<file path="src/csfs_pkg.sv">
// ----------------------------------------------------------------------------
// csfs_pkg: shared types and constants for the coil segment field sum block
// Item layouts, store sizing, fixed-point limits and controller interface.
// ----------------------------------------------------------------------------
package csfs_pkg;

  // coil store sizing
  localparam int NUM_COILS         = 12;
  localparam int SEGMENTS_PER_COIL = 256;
  localparam int VERTS_PER_COIL    = SEGMENTS_PER_COIL + 1;
  localparam int STORE_DEPTH       = NUM_COILS * VERTS_PER_COIL;
  localparam int ADDR_W            = $clog2(STORE_DEPTH + 1);
  localparam int SEG_W             = $clog2(SEGMENTS_PER_COIL);
  localparam int COIL_W            = (NUM_COILS > 1) ? $clog2(NUM_COILS) : 1;

  // fixed-point constants
  localparam logic [63:0] Q_LIMIT = 64'h7FFF_FFFF_FFFF_FFFF;
  localparam logic [63:0] P2_13   = 64'h0000_0000_0000_2000;
  localparam logic [63:0] P2_26   = 64'h0000_0000_0400_0000;
  localparam logic [63:0] P2_30   = 64'h0000_0000_4000_0000;
  localparam logic [63:0] P2_40   = 64'h0000_0100_0000_0000;
  localparam logic signed [63:0] OUT_MAX = 64'sh0000_7FFF_FFFF_FFFF;
  localparam logic signed [63:0] OUT_MIN = -64'sh0000_8000_0000_0000;

  // command codes
  localparam logic CMD_LOAD  = 1'b0;
  localparam logic CMD_QUERY = 1'b1;

  // norm select codes
  localparam logic [1:0] NSEL_LEN = 2'd0;
  localparam logic [1:0] NSEL_A   = 2'd1;
  localparam logic [1:0] NSEL_B   = 2'd2;

  // per-component divide chain stages
  localparam logic [2:0] STG_A     = 3'd0;
  localparam logic [2:0] STG_B     = 3'd1;
  localparam logic [2:0] STG_SCALE = 3'd2;
  localparam logic [2:0] STG_T     = 3'd3;
  localparam logic [2:0] STG_DSL   = 3'd4;

  localparam logic [1:0] COMP_X = 2'd0;
  localparam logic [1:0] COMP_Y = 2'd1;
  localparam logic [1:0] COMP_Z = 2'd2;

  typedef struct packed {
    logic               cmd;
    logic [3:0]         coil_number;
    logic [8:0]         vertex_number;
    logic signed [31:0] pos_x;
    logic signed [31:0] pos_y;
    logic signed [31:0] pos_z;
  } in_item_t;

  typedef struct packed {
    logic signed [47:0] field_x;
    logic signed [47:0] field_y;
    logic signed [47:0] field_z;
    logic               status;
  } out_item_t;

  typedef struct packed {
    logic signed [31:0] x;
    logic signed [31:0] y;
    logic signed [31:0] z;
  } vertex_t;

  // controller to datapath commands
  typedef struct packed {
    logic       load;
    logic       query;
    logic       rd_next;
    logic       latch_v0;
    logic       latch_v1;
    logic       diff;
    logic       mul_en;
    logic [3:0] mul_k;
    logic       sq_start;
    logic [1:0] sq_sel;
    logic       md_start;
    logic       md_tcalc;
    logic [1:0] md_comp;
    logic [2:0] md_stage;
    logic       mark_sing;
    logic       adv;
    logic       adv_skip;
    logic       finish;
  } ctrl_cmd_t;

  // datapath to controller status
  typedef struct packed {
    logic sq_done;
    logic md_done;
    logic sing_now;
  } dp_status_t;

  // difference of two Q4.28 values cut to Q6.26, magnitude truncated
  function automatic logic signed [31:0] to_q26(input logic signed [32:0] d);
    logic [32:0] mag;
    logic [31:0] sh;
    mag = d[32] ? 33'(-d) : 33'(d);
    sh  = 32'(mag >> 2);
    return d[32] ? -$signed(sh) : $signed(sh);
  endfunction

  // saturating signed add, overflow flag in the top bit
  function automatic logic [64:0] sat_add(input logic signed [63:0] a,
                                          input logic signed [63:0] b);
    logic signed [63:0] s;
    s = a + b;
    if (a[63] == b[63] && s[63] != a[63]) begin
      return a[63] ? {1'b1, 64'h8000_0000_0000_0000} : {1'b1, Q_LIMIT};
    end
    return {1'b0, s};
  endfunction

  // clamp to the 48-bit output range, overflow flag in the top bit
  function automatic logic [48:0] clamp_out(input logic signed [63:0] v);
    if (v > OUT_MAX) begin
      return {1'b1, OUT_MAX[47:0]};
    end
    if (v < OUT_MIN) begin
      return {1'b1, OUT_MIN[47:0]};
    end
    return {1'b0, v[47:0]};
  endfunction

endpackage

</file>
<file path="src/csfs_ctrl.sv">
// ----------------------------------------------------------------------------
// csfs_ctrl: sequencer for loads and field queries
// Steps the datapath through every segment of every coil, up to a singular one.
// ----------------------------------------------------------------------------
module csfs_ctrl (
  input  logic                 clk_i,
  input  logic                 rst_ni,
  input  logic                 start,
  input  logic                 item_cmd_i,
  input  csfs_pkg::dp_status_t status_i,
  output csfs_pkg::ctrl_cmd_t  cmd_o,
  output logic                 busy
);

  localparam logic [3:0] S_IDLE = 4'd0;
  localparam logic [3:0] S_RD0  = 4'd1;
  localparam logic [3:0] S_RD1  = 4'd2;
  localparam logic [3:0] S_RD2  = 4'd3;
  localparam logic [3:0] S_DIFF = 4'd4;
  localparam logic [3:0] S_MULS = 4'd5;
  localparam logic [3:0] S_SQS  = 4'd6;
  localparam logic [3:0] S_SQW  = 4'd7;
  localparam logic [3:0] S_CHK  = 4'd8;
  localparam logic [3:0] S_MDS  = 4'd9;
  localparam logic [3:0] S_MDW  = 4'd10;
  localparam logic [3:0] S_NEXT = 4'd11;
  localparam logic [3:0] S_FIN  = 4'd12;

  localparam logic [csfs_pkg::SEG_W-1:0] SEG_LAST =
    csfs_pkg::SEG_W'(csfs_pkg::SEGMENTS_PER_COIL - 1);
  localparam logic [csfs_pkg::COIL_W-1:0] COIL_LAST =
    csfs_pkg::COIL_W'(csfs_pkg::NUM_COILS - 1);

  logic [3:0]                  state_q, state_d;
  logic [3:0]                  k_q, k_d;
  logic [1:0]                  nsel_q, nsel_d;
  logic                        tcalc_q, tcalc_d;
  logic [1:0]                  comp_q, comp_d;
  logic [2:0]                  stage_q, stage_d;
  logic [csfs_pkg::SEG_W-1:0]  seg_q, seg_d;
  logic [csfs_pkg::COIL_W-1:0] coil_q, coil_d;
  logic                        accept;

  assign accept = start && (state_q == S_IDLE);

  // next state and commands
  always_comb begin
    state_d = state_q;
    k_d     = k_q;
    nsel_d  = nsel_q;
    tcalc_d = tcalc_q;
    comp_d  = comp_q;
    stage_d = stage_q;
    seg_d   = seg_q;
    coil_d  = coil_q;
    cmd_o          = '0;
    cmd_o.mul_k    = k_q;
    cmd_o.sq_sel   = nsel_q;
    cmd_o.md_tcalc = tcalc_q;
    cmd_o.md_comp  = comp_q;
    cmd_o.md_stage = stage_q;
    cmd_o.adv_skip = (seg_q == SEG_LAST);
    unique case (state_q)
      S_IDLE: begin
        if (accept) begin
          if (item_cmd_i == csfs_pkg::CMD_QUERY) begin
            cmd_o.query = 1'b1;
            seg_d       = '0;
            coil_d      = '0;
            state_d     = S_RD0;
          end else begin
            cmd_o.load = 1'b1;
          end
        end
      end
      S_RD0: state_d = S_RD1;
      S_RD1: begin
        cmd_o.rd_next  = 1'b1;
        cmd_o.latch_v0 = 1'b1;
        state_d        = S_RD2;
      end
      S_RD2: begin
        cmd_o.latch_v1 = 1'b1;
        state_d        = S_DIFF;
      end
      S_DIFF: begin
        cmd_o.diff = 1'b1;
        k_d        = '0;
        state_d    = S_MULS;
      end
      S_MULS: begin
        cmd_o.mul_en = 1'b1;
        k_d          = k_q + 4'd1;
        if (k_q == 4'd15) begin
          nsel_d  = csfs_pkg::NSEL_LEN;
          state_d = S_SQS;
        end
      end
      S_SQS: begin
        cmd_o.sq_start = 1'b1;
        state_d        = S_SQW;
      end
      S_SQW: begin
        if (status_i.sq_done) begin
          if (nsel_q == csfs_pkg::NSEL_B) begin
            state_d = S_CHK;
          end else begin
            nsel_d  = nsel_q + 2'd1;
            state_d = S_SQS;
          end
        end
      end
      S_CHK: begin
        if (status_i.sing_now) begin
          cmd_o.mark_sing = 1'b1;
          state_d         = S_FIN;
        end else begin
          tcalc_d = 1'b1;
          state_d = S_MDS;
        end
      end
      S_MDS: begin
        cmd_o.md_start = 1'b1;
        state_d        = S_MDW;
      end
      S_MDW: begin
        if (status_i.md_done) begin
          state_d = S_MDS;
          if (tcalc_q) begin
            tcalc_d = 1'b0;
            comp_d  = csfs_pkg::COMP_X;
            stage_d = csfs_pkg::STG_A;
          end else if (stage_q == csfs_pkg::STG_DSL) begin
            stage_d = csfs_pkg::STG_A;
            if (comp_q == csfs_pkg::COMP_Z) begin
              state_d = S_NEXT;
            end else begin
              comp_d = comp_q + 2'd1;
            end
          end else begin
            stage_d = stage_q + 3'd1;
          end
        end
      end
      S_NEXT: begin
        cmd_o.adv = 1'b1;
        state_d   = S_RD0;
        if (seg_q == SEG_LAST) begin
          seg_d  = '0;
          coil_d = coil_q + csfs_pkg::COIL_W'(1);
          if (coil_q == COIL_LAST) begin
            state_d = S_FIN;
          end
        end else begin
          seg_d = seg_q + csfs_pkg::SEG_W'(1);
        end
      end
      S_FIN: begin
        cmd_o.finish = 1'b1;
        state_d      = S_IDLE;
      end
      default: state_d = S_IDLE;
    endcase
  end

  always_ff @(posedge clk_i or negedge rst_ni) begin
    if (!rst_ni) begin
      state_q <= S_IDLE;
      k_q     <= '0;
      nsel_q  <= csfs_pkg::NSEL_LEN;
      tcalc_q <= 1'b0;
      comp_q  <= csfs_pkg::COMP_X;
      stage_q <= csfs_pkg::STG_A;
      seg_q   <= '0;
      coil_q  <= '0;
    end else begin
      state_q <= state_d;
      k_q     <= k_d;
      nsel_q  <= nsel_d;
      tcalc_q <= tcalc_d;
      comp_q  <= comp_d;
      stage_q <= stage_d;
      seg_q   <= seg_d;
      coil_q  <= coil_d;
    end
  end

  assign busy = (state_q != S_IDLE);

endmodule

</file>
<file path="config.mk">
export PLATFORM = sky130hd
export DESIGN_NAME = csfs_ctrl
export DESIGN_NICKNAME = d
export VERILOG_FILES = /design/src/csfs_pkg.sv /design/src/csfs_ctrl.sv
export SDC_FILE = /design/constraint.sdc
export NUM_CORES = 1
export LEC_CHECK = 0
export ABC_AREA = 1
export ABC_CLOCK_PERIOD_IN_PS = 1520
export BUFFER_PORTS_ARGS = -buffer_cell sky130_fd_sc_hd__buf_2
export CORE_AREA = 4 4 68 70
export DETAILED_ROUTE_END_ITERATION = 10
export DIE_AREA = 0 0 72 74
export GPL_TIMING_DRIVEN = 0
export PLACE_DENSITY = 0.63
export SYNTH_ARGS = -nofsm -noshare
export SYNTH_HDL_FRONTEND = slang
export SYNTH_SLANG_ARGS = --single-unit
</file>
<file path="constraint.sdc">
create_clock -name clk_i -period 1.52 [get_ports clk_i]
set_input_delay 0.152 -clock clk_i [delete_from_list [all_inputs] [get_ports clk_i]]
set_output_delay 0.152 -clock clk_i [all_outputs]
set_load 0.02 [all_outputs]
</file>
==> summary.md, run 1 <==
| Metric | Value |
|---|---|
| Unrepaired setup endpoints after global routing | `yes` |
| Detailed placement HPWL | `2931 µm` |
| DR vias | `1645` |
| Initial detailed-routing violation count | `80` |
| Status | `complete, no violations` |
| Sequential Power Share | `0.366` |
| # setup viols final | `0` |
| Clock Pin Slew Worst Setup and Hold Paths | `0.10 ns` |
| Slowest stage cell, crit path | `dfrtp_2` |
| Req. time, crit path | `1.37 ns` |
| Row cnt | `23` |
| Fmax | `671.5 MHz` |
| CP Capture Type | `output port` |
| Initial Utilization | `0.4445` |
| Ant diodes | `0` |
| Switching share of power | `0.4391` |
| H-Tree Depth | `1` |
| Top cell type's share of synthesized area | `0.3969` |
| Max_slew headroom | `0.5820` |
| Max-capacitance violation count | `0` |
| Routability cong. | `0.8734` |
| Power per Cell Area | `1450 nW/µm²` |
| Internal | `1.851 mW` |
| Main combinational cell family by area after synthesis | `simple AND/OR/NAND/NOR gates` |
| Post-synthesis compound-gate area fraction | `0.08930` |
| Max Slew Vio Count | `0` |
| Synthesis Warnings | `0` |
| First-pass GRT wire length | `6313 µm` |
| Hold wc startpoint | `status_i[0]` |
| Clock Skew | `0.005454 ns` |
| Netlist cell types | `25` |
| Multi-input gate area in the final layout | `962.2 µm²` |
| CTS root buf | `clkbuf_8` |
| Number of flops mapped to enable cells by yosys | `0` |
| CTS tree | `done` |
| Clock Sink Count | `28` |
| Synth area leaders | `dfrtp_1 (40%), nand2_1 (14%), inv_1 (8.5%)` |
| FF-to-FF path depth | `10` |
| Final net count | `310` |
| Clock Power Share | `0.141` |
| Simple-gate portion of the synthesized area | `0.3381` |
| Placed cell areas | `1988 µm²` |
| Startpoint Class | `register` |
| Setup CP Type | `register to output port` |
| Crit. Startpoint | `state_q[3]$_DFFE_PN0P_` |
| XOR/XNOR Fraction of Synth Area | `0.01984` |
| Routed len/inst | `11.25 µm` |
| GRT Util Overall | `0.1508` |
| Arrival @ worst endpoint | `1.34 ns` |
| CORE AREA | `3971 µm²` |
| Final WL | `3882 µm` |
| Hold Violations, Final | `0` |
| Clock Latency Late Sink | `0.28 ns` |
| FFs w/ async S/R, synth | `1.000` |
| Worst-path cell chain | `nor2_4 > nand2_2 > inv_4 > nand2_2 > nor2_1 > buf_4` |
| Switching power | `1.450 mW` |
| Yosys reg bits | `28` |
| Slowest stage delay, CP | `0.47 ns` |
| VDD IR-drop max | `729.9 µV` |
| Min Tclk post-route | `1.489 ns` |
| Synthesized instance count | `245` |
| Dpl cells | `327` |
| Fillcell total | `364` |
| 1st-pass router iterations | `4` |
| Adder-Cell Fraction of Synth Area | `0.04961` |
| Hold path depth | `2` |
| Grt ovf | `0` |
| R2r startpoint | `state_q[3]$_DFFE_PN0P_` |
| Synthesized area per cell | `7.206 µm²` |
| Gate power share | `0.492` |
| CP max FO | `4` |
| Final Cell Area | `2277 µm²` |
| Area of the mapped netlist | `1765 µm²` |
| Die Span Y | `74 µm` |
| Total clock buffers created by CTS | `3` |
| I/O pins | `33` |
| Worst-margin pin slew | `0.6270 ns` |
| Ys flop type | `dfrtp_1` |
| Area of the die | `5328 µm²` |
| Post-synth top area cell | `dfrtp_1` |
| Leak | `1.243 nW` |
| Syn_nets | `259` |
| Final routed DRC violation total | `0` |
| Layout area overhead | `28.99%` |
| Port bufs | `32` |
| Initial antenna violation count | `0` |
| Vias per inst | `4.768` |
| Post-synthesis sequential area ratio | `0.3969` |
| Multiplexer share of the synthesized area | `0` |
| Routed Antenna Nets | `0` |
| Chip Width | `72 µm` |
| Crit path top cell by count | `nand2_2` |
| CTS Buffer Depth | `2` |
| Largest net degree at the start of global routing | `29` |
| Fin cells | `345` |
| Final worst-path cycle share | `0.9798` |
| Layout cell share with drive strength beyond 1 | `0.3119` |
| Register area | `706.9 µm²` |
| Worst hold path type | `input pin to register` |
| Vias in the first global route | `1480` |
-- per-layer routing --
metal / vias to the layer above / global-route usage / part of all wire
met3: 2 / 0.03243 / 0.031
met5: - / 0 / 0
li1: 877 / - / -
met2: 21 / 0.2755 / 0.52
met1: 745 / 0.1836 / 0.44
met4: 0 / 0.03132 / 0.0039
-- power groups by stage --
stage	Clock [mW]	Sequential, mW	Combinational, mW
after floorplan	0	1.21	0.942
after global placement	0	1.19	1.31
after detailed placement	0	1.19	1.32
after CTS	0.484	1.17	1.43
after global routing	0.515	1.25	1.81
final	0.467	1.21	1.62
-- stage by stage --
step	TNS (ns)	util	total power [mW]	worst slack (ns)	hold WS, ns
after detailed placement	0	0.5006	2.513	0.001817	0.2132
after CTS	0	0.5384	3.088	0.003702	0.1048
final	0	0.5734	3.301	0.03069	0.1092
after global placement	0	0.5006	2.496	0.01358	0.2234
after floorplan	0	-	2.148	0.1312	-0.1436
after global routing	-0.2438	0.5734	3.572	-0.04047	0.1096
-- worst paths after layout --
check | endpoint | slack [ns]
setup / recovery | cmd_o[24] | 0.03
hold / removal | tcalc_q$_DFFE_PN0P_ | 0.11
setup reg to reg | state_q[2]$_DFFE_PN0P_ | 0.08
hold reg to reg | nsel_q[1]$_DFFE_PN0P_ | 0.50
max in group asynchronous | state_q[2]$_DFFE_PN0P_ | 0.66
min in group asynchronous | comp_q[0]$_DFFE_PN0P_ | 0.41
-- critical path: cells and delay by family (launching register included) --
kind / cells / cell delay, ns
flops: 1 / 0.47
buf+inv: 2 / 0.23
simple gates: 4 / 0.36
-- synth_stat cells (all sizes together), types with 2 or more instances --
cell / n
ha: 7
nand3: 25
dfrtp: 28
nand3b: 2
a21oi: 2
buf: 3
inv: 44
nor2: 27
o21ai: 20
nand4: 5
nand2: 72
xor2: 4
-- final cells by class --
type,instances,area share
clock buffer,4,0.02418
buffer,3,0.01154
sequential,28,0.3104
inverter,44,0.07473
timing repair buffer,46,0.1291
tap,50,0.02747
multi-input combinational,170,0.4225
-- cell families (layout without fill, tap and decap cells) --
| family | after synthesis | after routing |
|---|---|---|
| buf+inv | 47 | 97 |
| flops | 28 | 28 |
| compound gates | 27 | 27 |
| xor+xnor | 4 | 4 |
| simple gates | 132 | 132 |
| fa+ha+maj | 7 | 7 |
-- flip-flops by register name, summed over array words and instances (netlist names) --
| name | flops |
|---|---|
| coil_q | 4 |
| state_q | 4 |
| comp_q | 2 |
| seg_q | 8 |
| nsel_q | 2 |
| tcalc_q | 1 |
| k_q | 4 |
| stage_q | 3 |
-- layout by cell type, fill, tap and decap left out, drive strengths merged --
cell type	n
a21oi	2
a22o	1
a32o	1
buf	48
clkbuf	4
dfrtp	28
dlygate4sd3	1
ha	7
inv	44
nand2	72
nand3	25
nand3b	2
nand4	5
nor2	27
o211ai	1
o21ai	20
o22ai	1
o31ai	1
or2	1
xor2	4
-- repair_timing --
item	CTS	global route
resized for setup	15	27
pin swaps	4	3
endpoints found under the setup margin	7	21
endpoints found under the hold margin	28	0
buffers inserted	6	7
hold buffers	1	0
(Power assumes the default switching activity.)
==> inputs of run 2 (changes only) <==
==> config.mk (replaced) <==
export PLATFORM = sky130hd
export DESIGN_NAME = csfs_ctrl
export DESIGN_NICKNAME = d
export VERILOG_FILES = /design/src/csfs_pkg.sv /design/src/csfs_ctrl.sv
export SDC_FILE = /design/constraint.sdc
export NUM_CORES = 1
export LEC_CHECK = 0
export ABC_CLOCK_PERIOD_IN_PS = 1520
export BUFFER_PORTS_ARGS = -buffer_cell sky130_fd_sc_hd__buf_2
export CORE_AREA = 4 4 63 65
export DETAILED_ROUTE_END_ITERATION = 10
export DIE_AREA = 0 0 67 69
export GPL_TIMING_DRIVEN = 0
export PLACE_DENSITY = 0.74
export SYNTH_ARGS = -nofsm -noshare
export SYNTH_HDL_FRONTEND = slang
export SYNTH_SLANG_ARGS = --single-unit
==> run 2 against run 1 <==
The flow now finishes with violations (negative setup slack). Worst setup slack worse by 0.40 ns. Sequential share of layout area is 8.6 points lower. Sequential power is 9% higher. Die area is 13% lower. Total power is 70% higher. Register-to-register slack worse by 0.42 ns. Count of clock-buffer cells in the layout stayed put. Hold slack worse by 0.0043 ns. Design area is 37% higher. Critical path type unchanged. Largest power group unchanged.
==> summary.md, run 2 <==
| Metric | Value |
|---|---|
| Status | `finished with violations` |
| Failing checks | `negative setup slack` |
| Clock Pin Slew Worst Setup and Hold Paths | `0.15 ns` |
| Power per Cell Area | `1790 nW/µm²` |
| # setup viols final | `38` |
| Max_slew headroom | `0.5425` |
| Register area | `701.9 µm²` |
| Initial Utilization | `0.5388` |
| Initial detailed-routing violation count | `233` |
| Switching share of power | `0.4703` |
| Slowest stage delay, CP | `0.45 ns` |
| Worst hold path type | `input pin to register` |
| Clock Skew | `0.01421 ns` |
| Clock Sink Count | `28` |
| Detailed placement HPWL | `2937 µm` |
| Slowest stage cell, crit path | `dfrtp_1` |
| DR vias | `2211` |
| Top cell type's share of synthesized area | `0.3897` |
| CP Capture Type | `output port` |
| Fillcell total | `105` |
| Synth area leaders | `dfrtp_1 (39%), ha_1 (4.9%), nand3_1 (3.9%)` |
| Pre-CTS setup slack | `-0.1739 ns` |
| Post-synth top cells | `dfrtp_1 (28), nand2_1 (18), inv_1 (14), nand3_1 (14), o21ai_0 (13)` |
| I/O pins | `33` |
| Max-capacitance violation count | `0` |
| CTS tree | `done` |
| Multi-input gate area in the final layout | `1385 µm²` |
| Synthesized instance count | `200` |
| Final routed DRC violation total | `0` |
| CTS Buffer Depth | `2` |
| Final worst-path cycle share | `1.244` |
| Synthesis Warnings | `0` |
| Area of the die | `4623 µm²` |
| Fmax | `528.8 MHz` |
| Routed len/inst | `24.09 µm` |
| Arrival @ worst endpoint | `1.74 ns` |
| Worst-path cell chain | `buf_6 > nor4_4 > buf_4 > buf_4 > inv_2 > buf_6` |
| CP max FO | `4` |
| Port bufs | `32` |
| Post-synth top area cell | `dfrtp_1` |
| Synthesized area per cell | `8.990 µm²` |
| Switching power | `2.633 mW` |
| Vias in the first global route | `1961` |
| H-Tree Depth | `1` |
| Post-route setup slack | `-0.3709 ns` |
| Clock Power Share | `0.063` |
| Yosys reg bits | `28` |
| CORE AREA | `3337 µm²` |
| Max Slew Vio Count | `0` |
| Sequential Power Share | `0.236` |
| Final net count | `309` |
| Ys flop type | `dfrtp_1` |
| 1st-pass router iterations | `5` |
| Layout cell share with drive strength beyond 1 | `0.5714` |
| Chip Width | `67 µm` |
| Grt ovf | `0` |
| Layout area overhead | `73.90%` |
| Worst-margin pin slew | `0.6863 ns` |
| Most frequent cells in the layout | `buf_4 (46), buf_6 (32), dfrtp_1 (27)` |
| Routability cong. | `0.8301` |
| Vias per inst | `6.503` |
| Netlist cell types | `51` |
| Number of flops mapped to enable cells by yosys | `0` |
| Total clock buffers created by CTS | `3` |
| Area of the mapped netlist | `1798 µm²` |
| Total power | `5.597 mW` |
| Startpoint Class | `register` |
| Unrepaired setup endpoints after global routing | `yes` |
| Biggest register | `seg_q` |
| Crit-path leading delay family | `buffers and inverters` |
| Row cnt | `21` |
| Clock Latency Late Sink | `0.36 ns` |
| Hold Violations, Final | `0` |
| Largest net degree at the start of global routing | `29` |
| Worst path buffer plus inverter count | `5` |
| Top-count cell post-synth | `dfrtp_1` |
| Commonest non-fill, non-tap cell in the layout | `buf_4` |
| Routed Antenna Nets | `0` |
| Min Tclk post-route | `1.891 ns` |
| Gate power share | `0.701` |
| Req. time, crit path | `1.37 ns` |
| Initial antenna violation count | `0` |
| Setup CP Type | `register to output port` |
| Internal | `2.965 mW` |
| Final WL | `8191 µm` |
| First-pass GRT wire length | `9170 µm` |
| Max reg flops | `8` |
| Syn_nets | `214` |
| Leak | `1.431 nW` |
| Ant diodes | `0` |
| FFs w/ async S/R, synth | `1.000` |
| GRT Util Overall | `0.2511` |
| CTS root buf | `clkbuf_4` |
| VDD IR-drop max | `1230 µV` |
| Post-synthesis sequential area ratio | `0.3897` |
| Die Span Y | `69 µm` |
-- run 2: cell types whose count changed after synthesis, sizes merged, moves of 5 or more --
cell / delta
nand2: -54
inv: -30
nor2: -18
nand3: -10
nor3: +9
a21oi: +6
o21ai: -6
o31ai: +6
buf: +5
-- run 2: metal layers --
metal	vias to the layer above	routed length [µm]	track usage
met5	-	0	0
met4	0	484	0.08559
met3	52	601	0.04058
met2	163	4097	0.4312
met1	1064	3008	0.3110
li1	932	-	-
-- run 2: final timing paths --
| path | from | endpoint | slack, ns | cells after the start |
|---|---|---|---|---|
| min reg2reg | coil_q[0]$_DFFE_PN0P_ | coil_q[0]$_DFFE_PN0P_ | 0.54 | 1 |
| max reg2reg | state_q[1]$_DFFE_PN0P_ | nsel_q[1]$_DFFE_PN0P_ | -0.34 | 6 |
| min | status_i[2] | state_q[1]$_DFFE_PN0P_ | 0.10 | 2 |
| max in group asynchronous | rst_ni | comp_q[0]$_DFFE_PN0P_ | 0.71 | 2 |
| max | state_q[1]$_DFFE_PN0P_ | busy | -0.37 | 6 |
| min in group asynchronous | rst_ni | tcalc_q$_DFFE_PN0P_ | 0.34 | 2 |
-- run 2: power by group through the flow --
stage	Combinational, mW	Sequential, mW	Clock [mW]
floorplan	1.33	1.27	0
global placement	1.81	1.24	0
detailed placement	1.82	1.25	0
finish	3.92	1.32	0.354
CTS	3.16	1.22	0.338
global route	4.11	1.34	0.384
-- run 2: final cells by class --
cell class / count / area share
buffer: 12 / 0.05282
clock buffer: 4 / 0.008403
inverter: 14 / 0.02001
multi-input combinational: 146 / 0.4430
sequential: 28 / 0.2245
tap: 46 / 0.01841
timing repair buffer: 90 / 0.2329
-- run 2: metrics by stage --
stage | cell area (µm²) | instances | setup TNS [ns] | utilization | hold slack, ns
detailed placement | 2049 | 278 | -1.791 | 0.6142 | 0.2117
global route | 3127 | 340 | -9.058 | 0.9370 | 0.09695
finish | 3127 | 340 | -6.813 | 0.9370 | 0.1049
floorplan | 1832 | 200 | -0.1432 | - | -0.1436
CTS | 2751 | 320 | -2.971 | 0.8245 | 0.1010
global placement | 2049 | 278 | -1.879 | 0.6142 | 0.2102
-- run 2: logic make-up (layout without fill, tap and decap cells) --
logic type / Yosys count / in the layout / share of synthesized area
flops: 28 / 28 / 0.3897
simple gates: 85 / 85 / 0.2784
mux: 2 / 2 / 0.01183
buf+inv: 26 / 120 / 0.07376
fa+ha+maj: 7 / 7 / 0.04871
xor+xnor: 1 / 1 / 0.004872
compound gates: 51 / 51 / 0.1928
-- run 2: repair_timing --
action                                  in CTS  in global routing
gates cloned                                 1                  0
pin swaps                                   20                 22
setup buffers                               36                 21
hold endpoints to repair                    28                  0
endpoints found under the setup margin      31                 38
resized for setup                           98                 52
hold buffers                                 1                  0
